### config.mk
export PLATFORM = sky130hd
export DESIGN_NAME = xor_packet_deframer
export DESIGN_NICKNAME = d
export VERILOG_FILES = /design/src/xpd_pkg.sv /design/src/xpd_ram.sv /design/src/xpd_ctrl.sv /design/src/xpd_datapath.sv /design/src/xor_packet_deframer.sv
export VERILOG_INCLUDE_DIRS = /design/src /design/src/src
export SDC_FILE = /design/constraint.sdc
export NUM_CORES = 1
export LEC_CHECK = 0
export BUFFER_PORTS_ARGS = -buffer_cell sky130_fd_sc_hd__buf_2
export CELL_PAD_IN_SITES_DETAIL_PLACEMENT = 0
export CELL_PAD_IN_SITES_GLOBAL_PLACEMENT = 1
export CORE_UTILIZATION = 49
export CTS_BUF_LIST = sky130_fd_sc_hd__clkbuf_16
export CTS_CLUSTER_SIZE = 25
export DETAILED_ROUTE_END_ITERATION = 10
export PLACE_DENSITY = 0.83
export RECOVER_POWER = 25
export SLEW_MARGIN = 20
export SYNTH_ARGS = -nofsm -noshare
export SYNTH_HDL_FRONTEND = slang
export SYNTH_SLANG_ARGS = --single-unit
### constraint.sdc
create_clock -name clk -period 2.3 [get_ports clk]
set_clock_uncertainty 0.05 [all_clocks]
set_input_delay 0 -clock clk [delete_from_list [all_inputs] [get_ports clk]]
set_output_delay 0 -clock clk [all_outputs]
set_load 0.05 [all_outputs]
### src/xor_packet_deframer_macros.svh
// Assertion macros shared by the deframer modules.
`ifndef XOR_PACKET_DEFRAMER_MACROS_SVH
`define XOR_PACKET_DEFRAMER_MACROS_SVH
`ifndef SYNTHESIS
`define XPD_ASSERT_SAME(lbl, clk_i, rst_n, ante, cons) \
	lbl: assert property (@(posedge clk_i) disable iff (!rst_n) (ante) |-> (cons)) \
		else $error("deframer check failed");
`define XPD_ASSERT_NEXT(lbl, clk_i, rst_n, ante, cons) \
	lbl: assert property (@(posedge clk_i) disable iff (!rst_n) (ante) |=> (cons)) \
		else $error("deframer check failed");
`else
`define XPD_ASSERT_SAME(lbl, clk_i, rst_n, ante, cons)
`define XPD_ASSERT_NEXT(lbl, clk_i, rst_n, ante, cons)
`endif
`endif

### src/xpd_pkg.sv
// Types and constants of the packet deframer.
package xpd_pkg;
	localparam int MAX_PAYLOAD = 32;
	localparam int BYTE_W      = 8;
	localparam int ADDR_W      = $clog2(MAX_PAYLOAD);
	localparam int CNT_W       = $clog2(MAX_PAYLOAD + 1);
	localparam int MAXLEN_W    = 6;
	localparam int INDEX_W     = 5;
	localparam int STATUS_W    = 2;
	localparam int CFG_IDX_W   = 2;

	localparam logic [STATUS_W-1:0] STATUS_GOOD      = 2'd0;
	localparam logic [STATUS_W-1:0] STATUS_CHECK_ERR = 2'd1;
	localparam logic [STATUS_W-1:0] STATUS_TOO_LONG  = 2'd2;

	localparam logic [CFG_IDX_W-1:0] CFG_SYNC_FIRST  = 2'd0;
	localparam logic [CFG_IDX_W-1:0] CFG_SYNC_SECOND = 2'd1;
	localparam logic [CFG_IDX_W-1:0] CFG_MAX_LENGTH  = 2'd2;

	localparam logic [BYTE_W-1:0]   SYNC_FIRST_RST  = 8'h06;
	localparam logic [BYTE_W-1:0]   SYNC_SECOND_RST = 8'h85;
	localparam logic [MAXLEN_W-1:0] MAX_LENGTH_RST  = 6'd32;

	typedef enum logic [2:0] {
		ST_HUNT,
		ST_SECOND,
		ST_LENGTH,
		ST_BODY,
		ST_READ,
		ST_SHOW
	} state_t;

	// controller to datapath
	typedef struct packed {
		logic load_len;
		logic store_byte;
		logic load_too_long;
		logic load_check_err;
		logic rd_clear;
		logic rd_en;
		logic rd_adv;
		logic load_good;
	} xpd_cmd_t;

	// datapath to controller
	typedef struct packed {
		logic is_sync_first;
		logic is_sync_second;
		logic len_zero;
		logic len_too_long;
		logic body_full;
		logic check_ok;
		logic rd_last;
		logic out_free;
	} xpd_stat_t;
endpackage

### src/xpd_ram.sv
// Generic single-port-write, registered-read RAM.
module xpd_ram #(
	parameter int WIDTH = 8,
	parameter int DEPTH = 32
) (
	input  logic                     clk,
	input  logic                     we,
	input  logic [$clog2(DEPTH)-1:0] waddr,
	input  logic [WIDTH-1:0]         wdata,
	input  logic                     re,
	input  logic [$clog2(DEPTH)-1:0] raddr,
	output logic [WIDTH-1:0]         rdata
);
	logic [WIDTH-1:0] mem_q [DEPTH];

	always_ff @(posedge clk) begin
		if (we) begin
			mem_q[waddr] <= wdata;
		end
		if (re) begin
			rdata <= mem_q[raddr];
		end
	end
endmodule

### src/xpd_ctrl.sv
// Frame state machine of the packet deframer.
`include "xor_packet_deframer_macros.svh"
module xpd_ctrl (
	input  logic              clk,
	input  logic              arst_n,
	input  logic              in_valid,
	output logic              in_ready,
	input  xpd_pkg::xpd_stat_t stat,
	output xpd_pkg::xpd_cmd_t  cmd
);
	import xpd_pkg::*;

	state_t state_q;
	state_t state_d;
	logic   rx_phase;
	logic   acc;

	always_ff @(posedge clk or negedge arst_n) begin
		if (!arst_n) begin
			state_q <= ST_HUNT;
		end else begin
			state_q <= state_d;
		end
	end

	assign rx_phase = (state_q == ST_HUNT) || (state_q == ST_SECOND) ||
		(state_q == ST_LENGTH) || (state_q == ST_BODY);
	// take a request only when any result it causes has room
	assign in_ready = rx_phase && stat.out_free;
	assign acc      = in_valid && in_ready;

	always_comb begin
		state_d = state_q;
		cmd     = '0;
		unique case (state_q)
			ST_HUNT: begin
				if (acc && stat.is_sync_first) begin
					state_d = ST_SECOND;
				end
			end
			ST_SECOND: begin
				if (acc) begin
					state_d = stat.is_sync_second ? ST_LENGTH : ST_HUNT;
				end
			end
			ST_LENGTH: begin
				if (acc) begin
					priority if (stat.len_zero) begin
						state_d = ST_HUNT;
					end else if (stat.len_too_long) begin
						cmd.load_too_long = 1'b1;
						state_d           = ST_HUNT;
					end else begin
						cmd.load_len = 1'b1;
						state_d      = ST_BODY;
					end
				end
			end
			ST_BODY: begin
				if (acc) begin
					priority if (!stat.body_full) begin
						cmd.store_byte = 1'b1;
					end else if (stat.check_ok) begin
						cmd.rd_clear = 1'b1;
						state_d      = ST_READ;
					end else begin
						cmd.load_check_err = 1'b1;
						state_d            = ST_HUNT;
					end
				end
			end
			ST_READ: begin
				cmd.rd_en = 1'b1;
				state_d   = ST_SHOW;
			end
			ST_SHOW: begin
				// hold the read byte until the output register frees
				if (stat.out_free) begin
					cmd.load_good = 1'b1;
					if (stat.rd_last) begin
						state_d = ST_HUNT;
					end else begin
						cmd.rd_adv = 1'b1;
						state_d    = ST_READ;
					end
				end
			end
			default: begin
				state_d = ST_HUNT;
			end
		endcase
	end

	`XPD_ASSERT_NEXT(a_good_frame_reads, clk, arst_n,
		acc && state_q == ST_BODY && stat.body_full && stat.check_ok, state_q == ST_READ)
	`XPD_ASSERT_NEXT(a_read_then_show, clk, arst_n, state_q == ST_READ, state_q == ST_SHOW)
	`XPD_ASSERT_SAME(a_no_rx_in_playback, clk, arst_n,
		state_q == ST_READ || state_q == ST_SHOW, !in_ready)
endmodule

### src/xpd_datapath.sv
// Datapath of the packet deframer: registers, payload store and output register.
`include "xor_packet_deframer_macros.svh"
module xpd_datapath (
	input  logic                             clk,
	input  logic                             arst_n,
	input  logic                             cfg_we,
	input  logic [xpd_pkg::CFG_IDX_W-1:0]    cfg_index,
	input  logic [xpd_pkg::BYTE_W-1:0]       cfg_data,
	input  logic [xpd_pkg::BYTE_W-1:0]       rx_byte,
	input  xpd_pkg::xpd_cmd_t                cmd,
	output xpd_pkg::xpd_stat_t               stat,
	output logic                             out_valid,
	input  logic                             out_ready,
	output logic [xpd_pkg::STATUS_W-1:0]     status,
	output logic [xpd_pkg::BYTE_W-1:0]       payload_byte,
	output logic [xpd_pkg::INDEX_W-1:0]      byte_index,
	output logic                             last
);
	import xpd_pkg::*;

	logic [BYTE_W-1:0]   sync_first_q;
	logic [BYTE_W-1:0]   sync_second_q;
	logic [MAXLEN_W-1:0] max_length_q;
	logic [CNT_W-1:0]    frame_len_q;
	logic [CNT_W-1:0]    rcv_cnt_q;
	logic [BYTE_W-1:0]   check_q;
	logic [ADDR_W-1:0]   rd_idx_q;
	logic [BYTE_W-1:0]   ram_rdata;
	logic                out_valid_q;
	logic [STATUS_W-1:0] status_q;
	logic [BYTE_W-1:0]   payload_q;
	logic [INDEX_W-1:0]  index_q;
	logic                last_q;
	logic                load_err;
	logic                load_any;

	always_ff @(posedge clk or negedge arst_n) begin
		if (!arst_n) begin
			sync_first_q  <= SYNC_FIRST_RST;
			sync_second_q <= SYNC_SECOND_RST;
			max_length_q  <= MAX_LENGTH_RST;
		end else if (cfg_we) begin
			unique case (cfg_index)
				CFG_SYNC_FIRST:  sync_first_q  <= cfg_data;
				CFG_SYNC_SECOND: sync_second_q <= cfg_data;
				CFG_MAX_LENGTH:  max_length_q  <= cfg_data[MAXLEN_W-1:0];
				default: begin
					// drop writes to unknown registers
				end
			endcase
		end
	end

	// frame counters
	always_ff @(posedge clk) begin
		if (cmd.load_len) begin
			frame_len_q <= rx_byte[CNT_W-1:0];
			rcv_cnt_q   <= '0;
			check_q     <= rx_byte;
		end else if (cmd.store_byte) begin
			rcv_cnt_q <= rcv_cnt_q + CNT_W'(1);
			check_q   <= check_q ^ rx_byte;
		end
		if (cmd.rd_clear) begin
			rd_idx_q <= '0;
		end else if (cmd.rd_adv) begin
			rd_idx_q <= rd_idx_q + ADDR_W'(1);
		end
	end

	xpd_ram #(
		.WIDTH(BYTE_W),
		.DEPTH(MAX_PAYLOAD)
	) u_store (
		.clk  (clk),
		.we   (cmd.store_byte),
		.waddr(rcv_cnt_q[ADDR_W-1:0]),
		.wdata(rx_byte),
		.re   (cmd.rd_en),
		.raddr(rd_idx_q),
		.rdata(ram_rdata)
	);

	assign stat.is_sync_first  = rx_byte == sync_first_q;
	assign stat.is_sync_second = rx_byte == sync_second_q;
	assign stat.len_zero       = rx_byte == '0;
	assign stat.len_too_long   = (rx_byte > BYTE_W'(max_length_q)) ||
		(rx_byte > BYTE_W'(MAX_PAYLOAD));
	assign stat.body_full      = rcv_cnt_q == frame_len_q;
	assign stat.check_ok       = check_q == rx_byte;
	assign stat.rd_last        = (CNT_W'(rd_idx_q) + CNT_W'(1)) == frame_len_q;
	assign stat.out_free       = !out_valid_q || out_ready;

	assign load_err = cmd.load_too_long || cmd.load_check_err;
	assign load_any = load_err || cmd.load_good;

	always_ff @(posedge clk or negedge arst_n) begin
		if (!arst_n) begin
			out_valid_q <= 1'b0;
		end else if (load_any) begin
			out_valid_q <= 1'b1;
		end else if (out_ready) begin
			out_valid_q <= 1'b0;
		end
	end

	always_ff @(posedge clk) begin
		if (load_err) begin
			status_q  <= cmd.load_too_long ? STATUS_TOO_LONG : STATUS_CHECK_ERR;
			payload_q <= '0;
			index_q   <= '0;
			last_q    <= 1'b1;
		end else if (cmd.load_good) begin
			status_q  <= STATUS_GOOD;
			payload_q <= ram_rdata;
			index_q   <= INDEX_W'(rd_idx_q);
			last_q    <= stat.rd_last;
		end
	end

	assign out_valid    = out_valid_q;
	assign status       = status_q;
	assign payload_byte = payload_q;
	assign byte_index   = index_q;
	assign last         = last_q;

	`XPD_ASSERT_SAME(a_no_overwrite, clk, arst_n, load_any && out_valid_q, out_ready)
	`XPD_ASSERT_NEXT(a_error_shown, clk, arst_n, load_err, out_valid_q && last_q)
endmodule

### src/xor_packet_deframer.sv
// Top level of the length-prefixed packet deframer with XOR checksum.
//
//  channel  handshake                 payload
//  in       in_valid / in_ready       rx_byte
//  out      out_valid / out_ready     status, payload_byte, byte_index, last
//  cfg      cfg_valid / cfg_ready     cfg_index, cfg_data
//
// in_ready is low while the output register is full and not being taken.
// A good frame plays back from the payload store, one store read and one output
// load per byte; no byte is taken meanwhile.
// Reset sets the sync bytes and maximum length to defaults and returns to hunting.
// Configuration writes are taken every cycle.
module xor_packet_deframer (
	input  logic                         clk,
	input  logic                         arst_n,
	input  logic                         in_valid,
	output logic                         in_ready,
	input  logic [xpd_pkg::BYTE_W-1:0]   rx_byte,
	output logic                         out_valid,
	input  logic                         out_ready,
	output logic [xpd_pkg::STATUS_W-1:0] status,
	output logic [xpd_pkg::BYTE_W-1:0]   payload_byte,
	output logic [xpd_pkg::INDEX_W-1:0]  byte_index,
	output logic                         last,
	input  logic                         cfg_valid,
	output logic                         cfg_ready,
	input  logic [xpd_pkg::CFG_IDX_W-1:0] cfg_index,
	input  logic [xpd_pkg::BYTE_W-1:0]   cfg_data
);
	import xpd_pkg::*;

	xpd_cmd_t  cmd;
	xpd_stat_t stat;

	assign cfg_ready = 1'b1;

	xpd_ctrl u_ctrl (
		.clk     (clk),
		.arst_n  (arst_n),
		.in_valid(in_valid),
		.in_ready(in_ready),
		.stat    (stat),
		.cmd     (cmd)
	);

	xpd_datapath u_dp (
		.clk         (clk),
		.arst_n      (arst_n),
		.cfg_we      (cfg_valid && cfg_ready),
		.cfg_index   (cfg_index),
		.cfg_data    (cfg_data),
		.rx_byte     (rx_byte),
		.cmd         (cmd),
		.stat        (stat),
		.out_valid   (out_valid),
		.out_ready   (out_ready),
		.status      (status),
		.payload_byte(payload_byte),
		.byte_index  (byte_index),
		.last        (last)
	);
endmodule
==> flow_metrics.env, run 1 <==
export IMPL_async_reset_ff_frac=0.0785
export IMPL_dr_pass1_iters=5
export IMPL_r2r_start="u_dp.rd_idx_q[0]"
export IMPL_cp_required_ns=2.51
export IMPL_period_share=1.02
export IMPL_ant_nets=0
export IMPL_status="complete, but fails checks"
export IMPL_synth_area_top_cells="edfxtp_1 62%, mux4_2 13%, dfrtp_1 3.7%"
export IMPL_dieArea_mm2=0.0284
export IMPL_antenna_found_initial=1
export IMPL_dp_cells=1206
export IMPL_wl_per_cell_um=22.9
export IMPL_synth_cell_types=53
export IMPL_place_congestion=0.786
export IMPL_synthMostInstantiatedCell="edfxtp_1"
export IMPL_p_comb_frac=0.055
export IMPL_hp_start="cfg_index[0]"
export IMPL_synth_area_mm2=0.0136
export IMPL_drt_iter0_markers=533
export IMPL_start_util=0.501
export IMPL_drv_slew=0
export IMPL_clock_sinks=331
export IMPL_tritoncts="done"
export IMPL_finalWorstSetupSlack_ns=-0.0447
export IMPL_io_pin_count=42
export IMPL_syn_area_per_cell_um2=18.1
export IMPL_post_route_min_period_ns=2.34
export IMPL_dpl_hpwl_um=19200
export IMPL_peakVddDrop_v=0.000577
export IMPL_cts_clk_slew_worst_paths_ns=0.06
export IMPL_p_clk_frac=0.421
export IMPL_preCtsSetupSlack_ns=-0.116
export IMPL_clockBufferDepth=3
export IMPL_finalSetupViolations=4
export IMPL_die_width_um=169
export IMPL_timing_rr_end="u_dp.u_store.rdata[5]"
export IMPL_netlist_area_leader_share=0.619
export IMPL_synth_seq_cells=331
export IMPL_p_leak_nw=5.60
export IMPL_cts_root_buffer_cell="clkbuf_16"
export IMPL_routed_via_count=7153
export IMPL_power_density_mw_per_mm2=782
export IMPL_violations="setup timing"
export IMPL_hp_class="in2reg"
export IMPL_whs_ns=0.0144
export IMPL_ys_flop_type="edfxtp_1"
export IMPL_hold_depth=4
export IMPL_synth_edf_count=280
export IMPL_grt_pass1_vias=7473
export IMPL_total_power_mw=12.8
export IMPL_grt_pass1_wl_um=45100
export IMPL_portBuffers=40
export IMPL_fin_nets=936
export IMPL_chipHeight_um=169
export IMPL_grt_start_max_net_pins=35
export IMPL_worstHoldEndpoint="u_dp.sync_first_q[4]"
export IMPL_cp_arrival_ns=2.56
export IMPL_antennaDiodeCount=0
export IMPL_drc=0
export IMPL_synth_top_area_cell="edfxtp_1"
export IMPL_hold_viol=0
export IMPL_critPathKind="reg2reg"
export IMPL_grt_usage=0.216
export IMPL_grt_overflow=0
export IMPL_reg2reg_slack_ns=-0.04
export IMPL_yosysSeqAreaShare=0.704
export IMPL_p_int_mw=10.1
export IMPL_stdcell_count=1299
export IMPL_p_switching_mw=2.66
export IMPL_end_kind="flip-flop"
export IMPL_finalSetupTns_ns=-0.104
export IMPL_insertion_delay_ns=0.51
export IMPL_maxCapViolations=0
export IMPL_synth_common_cells="280 x edfxtp_1, 80 x mux4_2, 52 x nor2_1, 48 x nand2_1, 30 x mux2_2"
export IMPL_synth_fp_nets=786
export IMPL_vias_per_cell=5.51
export IMPL_drive_above_1_share=0.335
export IMPL_critPathLaunchType="flip-flop"
export IMPL_power_frac_seq=0.524
export IMPL_cts_buffers=34
export IMPL_worst_slew_pin_slew_ns=1.29
export IMPL_wirelength_um=29800
export IMPL_core_area_mm2=0.0271
export IMPL_rr_worst_depth=5
export IMPL_h_tree_depth=2
export IMPL_synth_yosys_warnings=0
export IMPL_relSlewSlack=0.140
export IMPL_fp_row_count=60
export IMPL_critPathMaxFanout=6
export IMPL_syn_to_final_growth_pct=20.2
export IMPL_fmax_mhz=426
export IMPL_swShare=0.209
export IMPL_rsz0062_at_grt="yes"
export IMPL_synthCells=752
==> state kept, by name, summed over array words and instances (netlist names) <==
register	flops
u_dp.sync_first_q	8
u_dp.status	2
u_dp.out_valid	1
u_dp.u_store.mem_q	256
u_dp.check_q	8
u_dp.sync_second_q	8
u_dp.rcv_cnt_q	6
u_dp.payload_byte	8
u_dp.byte_index	5
u_dp.u_store.rdata	8
u_dp.last	1
u_dp.max_length_q	6
u_dp.rd_idx_q	5
u_ctrl.state_q	3
u_dp.frame_len_q	6
==> metal layers <==
metal  share of wire  global-route usage
met5               0                   0
met3           0.050              0.0400
met4           0.029              0.0719
met2            0.51               0.364
met1            0.42               0.286
==> worst max path at each step <==
stage | startpoint | endpoint | slack (ns) | cells after the start
after floorplan | u_dp.out_valid | u_dp.check_q[0] | 0.01 | 7
after global placement | u_dp.rd_idx_q[0] | u_dp.u_store.rdata[6] | -0.1 | 4
after detailed placement | u_dp.rd_idx_q[0] | u_dp.u_store.rdata[6] | -0.12 | 4
after CTS | u_dp.rd_idx_q[0] | u_dp.u_store.rdata[5] | -0.05 | 5
after global routing | u_dp.frame_len_q[3] | u_dp.u_store.mem_q[30][7] | -0.1 | 7
final | u_dp.rd_idx_q[0] | u_dp.u_store.rdata[5] | -0.04 | 5
==> cell families (layout without fill, tap and decap cells) <==
family          after synthesis  in the layout  synth area share
simple gates                160            160            0.0587
compound gates               36             36            0.0167
mux                         114            114             0.160
flops                       331            331             0.704
fa+ha+maj                    11             11            0.0101
other cells                   1              1          0.000276
buf+inv                      50            225            0.0182
xor+xnor                     49             49            0.0316
==> critical path: stages, from the launching register on <==
cell and delay, ns:
dfxtp_4 0.43, buf_12 0.15, buf_12 0.12, mux4_2 0.53
mux4_2 0.54, mux2_2 0.28
==> power groups by stage <==
stage          clock network (mW)  logic [mW]  registers [mW]
2_1_floorplan                   0       0.382            6.84
3_3_place_gp                    0       0.636            6.81
3_5_place_dp                    0       0.654            6.82
4_1_cts                      5.45       0.692            6.69
5_1_grt                      5.66       0.770            6.70
6_report                     5.38       0.701            6.69
==> per-stage QoR <==
stage	util	cell area, um2
detailed placement	0.547	14800
global route	0.602	16300
floorplan	-	13700
CTS	0.599	16200
finish	0.602	16300
global placement	0.547	14800
==> cells in the final DEF, fill, tap and decap left out, types with 4 or more instances in the layout <==
master,count
edfxtp_1,280
buf_12,11
clkbuf_1,5
dfrtp_1,19
mux2i_1,4
mux4_2,80
clkinv_2,4
dfstp_1,5
xor2_1,26
dlygate4sd3_1,20
nor2_2,5
nand2b_1,12
a21oi_1,16
nor2_1,44
mux2_4,4
nand3b_1,6
mux2_2,26
buf_4,74
nand3_1,8
clkinv_1,4
bufinv_16,4
dfxtp_1,23
xnor2_1,23
nand4_1,5
buf_2,38
nand2_1,47
clkbuf_16,36
ha_1,10
inv_1,24
==> repair_timing <==
item	4_1_cts	5_1_grt
cloned	2	2
setup buffers	2	7
hold buffers	20	0
endpoints found under the setup margin	7	208
resized for setup	6	10
pin swaps	1	1
hold endpoints to repair	82	0
==> cell type report <==
| cell class | count | area (um2) |
|---|---|---|
| inverters | 11 | 41.3 |
| multi-input cells | 371 | 3890 |
| flip-flops and latches | 331 | 9570 |
| well taps | 372 | 465 |
| clock buffers | 35 | 876 |
| fillers | 1939 | 10800 |
| clock inverters | 26 | 213 |
| repair buffers | 153 | 1260 |
No activity file was read; power rests on OpenSTA's default activity.
==> inputs of run 2 (changes only) <==
RECOVER_POWER = 50   (was 25)
==> flow_metrics.env, run 2 (synthesis results as in run 1) <==
export IMPL_status="complete, but fails checks"
export IMPL_violations="setup timing"
export IMPL_routed_via_count=7168
export IMPL_design_area_mm2=0.0163
export IMPL_hold_viol=0
export IMPL_post_route_min_period_ns=2.34
export IMPL_antennaDiodeCount=0
export IMPL_critPathLaunchType="flip-flop"
export IMPL_dieArea_mm2=0.0284
export IMPL_peakVddDrop_v=0.000577
export IMPL_insertion_delay_ns=0.51
export IMPL_critPathKind="reg2reg"
export IMPL_h_tree_depth=2
export IMPL_power_density_mw_per_mm2=782
export IMPL_largest_register_ffs=256
export IMPL_grt_pass1_wl_um=45100
export IMPL_path_buf_inv=2
export IMPL_cp_cell_sequence="buf_12, buf_12, mux4_2, mux4_2, mux2_2"
export IMPL_drv_slew=0
export IMPL_portBuffers=40
export IMPL_cts_clk_slew_worst_paths_ns=0.06
export IMPL_maxCapViolations=0
export IMPL_die_width_um=169
export IMPL_io_pin_count=42
export IMPL_period_share=1.02
export IMPL_dr_pass1_iters=5
export IMPL_finalSetupTns_ns=-0.0945
export IMPL_clockBufferDepth=3
export IMPL_antenna_found_initial=2
export IMPL_cp_arrival_ns=2.55
export IMPL_place_congestion=0.786
export IMPL_finalWorstSetupSlack_ns=-0.0436
export IMPL_top_register="u_dp.u_store.mem_q"
export IMPL_grt_pass1_vias=7473
export IMPL_cp_required_ns=2.51
export IMPL_fin_nets=936
export IMPL_relSlewSlack=0.0354
export IMPL_ant_nets=0
export IMPL_syn_to_final_growth_pct=20.1
export IMPL_dpl_cell_area_mm2=0.0148
export IMPL_layout_commonest_cell="edfxtp_1"
export IMPL_cts_buffers=34
export IMPL_grt_start_max_net_pins=35
export IMPL_crit_family="multiplexers"
export IMPL_core_area_mm2=0.0271
export IMPL_worst_slew_pin_slew_ns=1.45
export IMPL_end_kind="flip-flop"
export IMPL_dpl_hpwl_um=19200
export IMPL_max_stage_delay_ns=0.54
export IMPL_drc=0
export IMPL_grt_overflow=0
export IMPL_start_util=0.501
export IMPL_rsz0062_at_grt="yes"
export IMPL_drive_above_1_share=0.332
export IMPL_reg2reg_slack_ns=-0.04
export IMPL_fmax_mhz=427
export IMPL_hp_class="in2reg"
export IMPL_grt_usage=0.216
export IMPL_wl_per_cell_um=22.9
export IMPL_filler_cell_count=1946
export IMPL_finalSetupViolations=4
export IMPL_chipHeight_um=169
export IMPL_slowest_stage="mux4_2"
export IMPL_layout_common_cells="280 x edfxtp_1, 80 x mux4_2, 70 x buf_4, 47 x nand2_1, 44 x nor2_1"
export IMPL_cts_root_buffer_cell="clkbuf_16"
export IMPL_fp_row_count=60
export IMPL_wirelength_um=29700
export IMPL_tritoncts="done"
export IMPL_p_leak_nw=5.59
export IMPL_critPathMaxFanout=6
export IMPL_drt_iter0_markers=586
export IMPL_vias_per_cell=5.52
export IMPL_clock_sinks=331
[run 2: changes by cell type in the layout (fill, tap and decap cells not counted)]
cell | before | now
buf_4 | 74 | 70
clkbuf_2 | 1 | 2
clkbuf_1 | 5 | 8
[run 2: worst register-to-register path: stages (launching register included)]
cell and delay (ns):
dfxtp_4 0.43, buf_12 0.15, buf_12 0.13, mux4_2 0.53, mux4_2 0.54, mux2_2 0.28
[run 2: final cells by class]
class                      count  area [um2]  share of cell area
sequential                   331        9570               0.587
inverter                      11        41.3             0.00253
tap                          372         465              0.0285
multi-input combinational    371        3890               0.239
clock buffer                  35         876              0.0537
timing repair buffer         153        1250              0.0767
clock inverter                26         213              0.0130
[run 2: worst paths after layout]
path	start	to	depth (start not counted)
max	u_dp.rd_idx_q[0]	u_dp.u_store.rdata[5]	5
min	cfg_index[0]	u_dp.sync_first_q[4]	4
max reg2reg	u_dp.rd_idx_q[0]	u_dp.u_store.rdata[5]	5
min reg2reg	u_dp.byte_index[1]	u_dp.byte_index[1]	2
max in group asynchronous	arst_n	u_dp.out_valid	3
min in group asynchronous	arst_n	u_dp.max_length_q[5]	2
[run 2: timing repair]
action / CTS / global route
setup buffers: 2 / 7
setup endpoints to repair: 7 / 208
pin swaps: 1 / 1
hold buffers: 20 / 0
resized for setup: 6 / 10
cloned: 2 / 2
endpoints found under the hold margin: 82 / 0
[run 2: metal layers]
layer	up-vias	part of all wire	wire length [um]	track usage
met4	0	0.029	856	0.0719
met2	210	0.50	15000	0.364
met1	3681	0.41	12300	0.286
li1	3226	-	-	-
met3	51	0.054	1590	0.0400
met5	-	0	0	0
[run 2: metrics by stage]
step | setup slack (ns) | power (mW) | hold slack, ns | std cells | utilization
final | -0.0436 | 12.8 | 0.0149 | 1299 | 0.602
after CTS | -0.0455 | 12.8 | 0.00215 | 1291 | 0.599
after global routing | -0.0980 | 13.1 | 0.0403 | 1299 | 0.602
after global placement | -0.0985 | 7.45 | -0.0207 | 1206 | 0.547
after detailed placement | -0.116 | 7.47 | -0.0189 | 1206 | 0.547
after floorplan | 0.0127 | 7.22 | -0.346 | 752 | -
[run 2: where the power goes]
part	switching, mW	total [mW]	internal (mW)
sequential	0.0733	6.69	6.62
combinational	0.414	0.700	0.286
clock	2.17	5.37	3.20
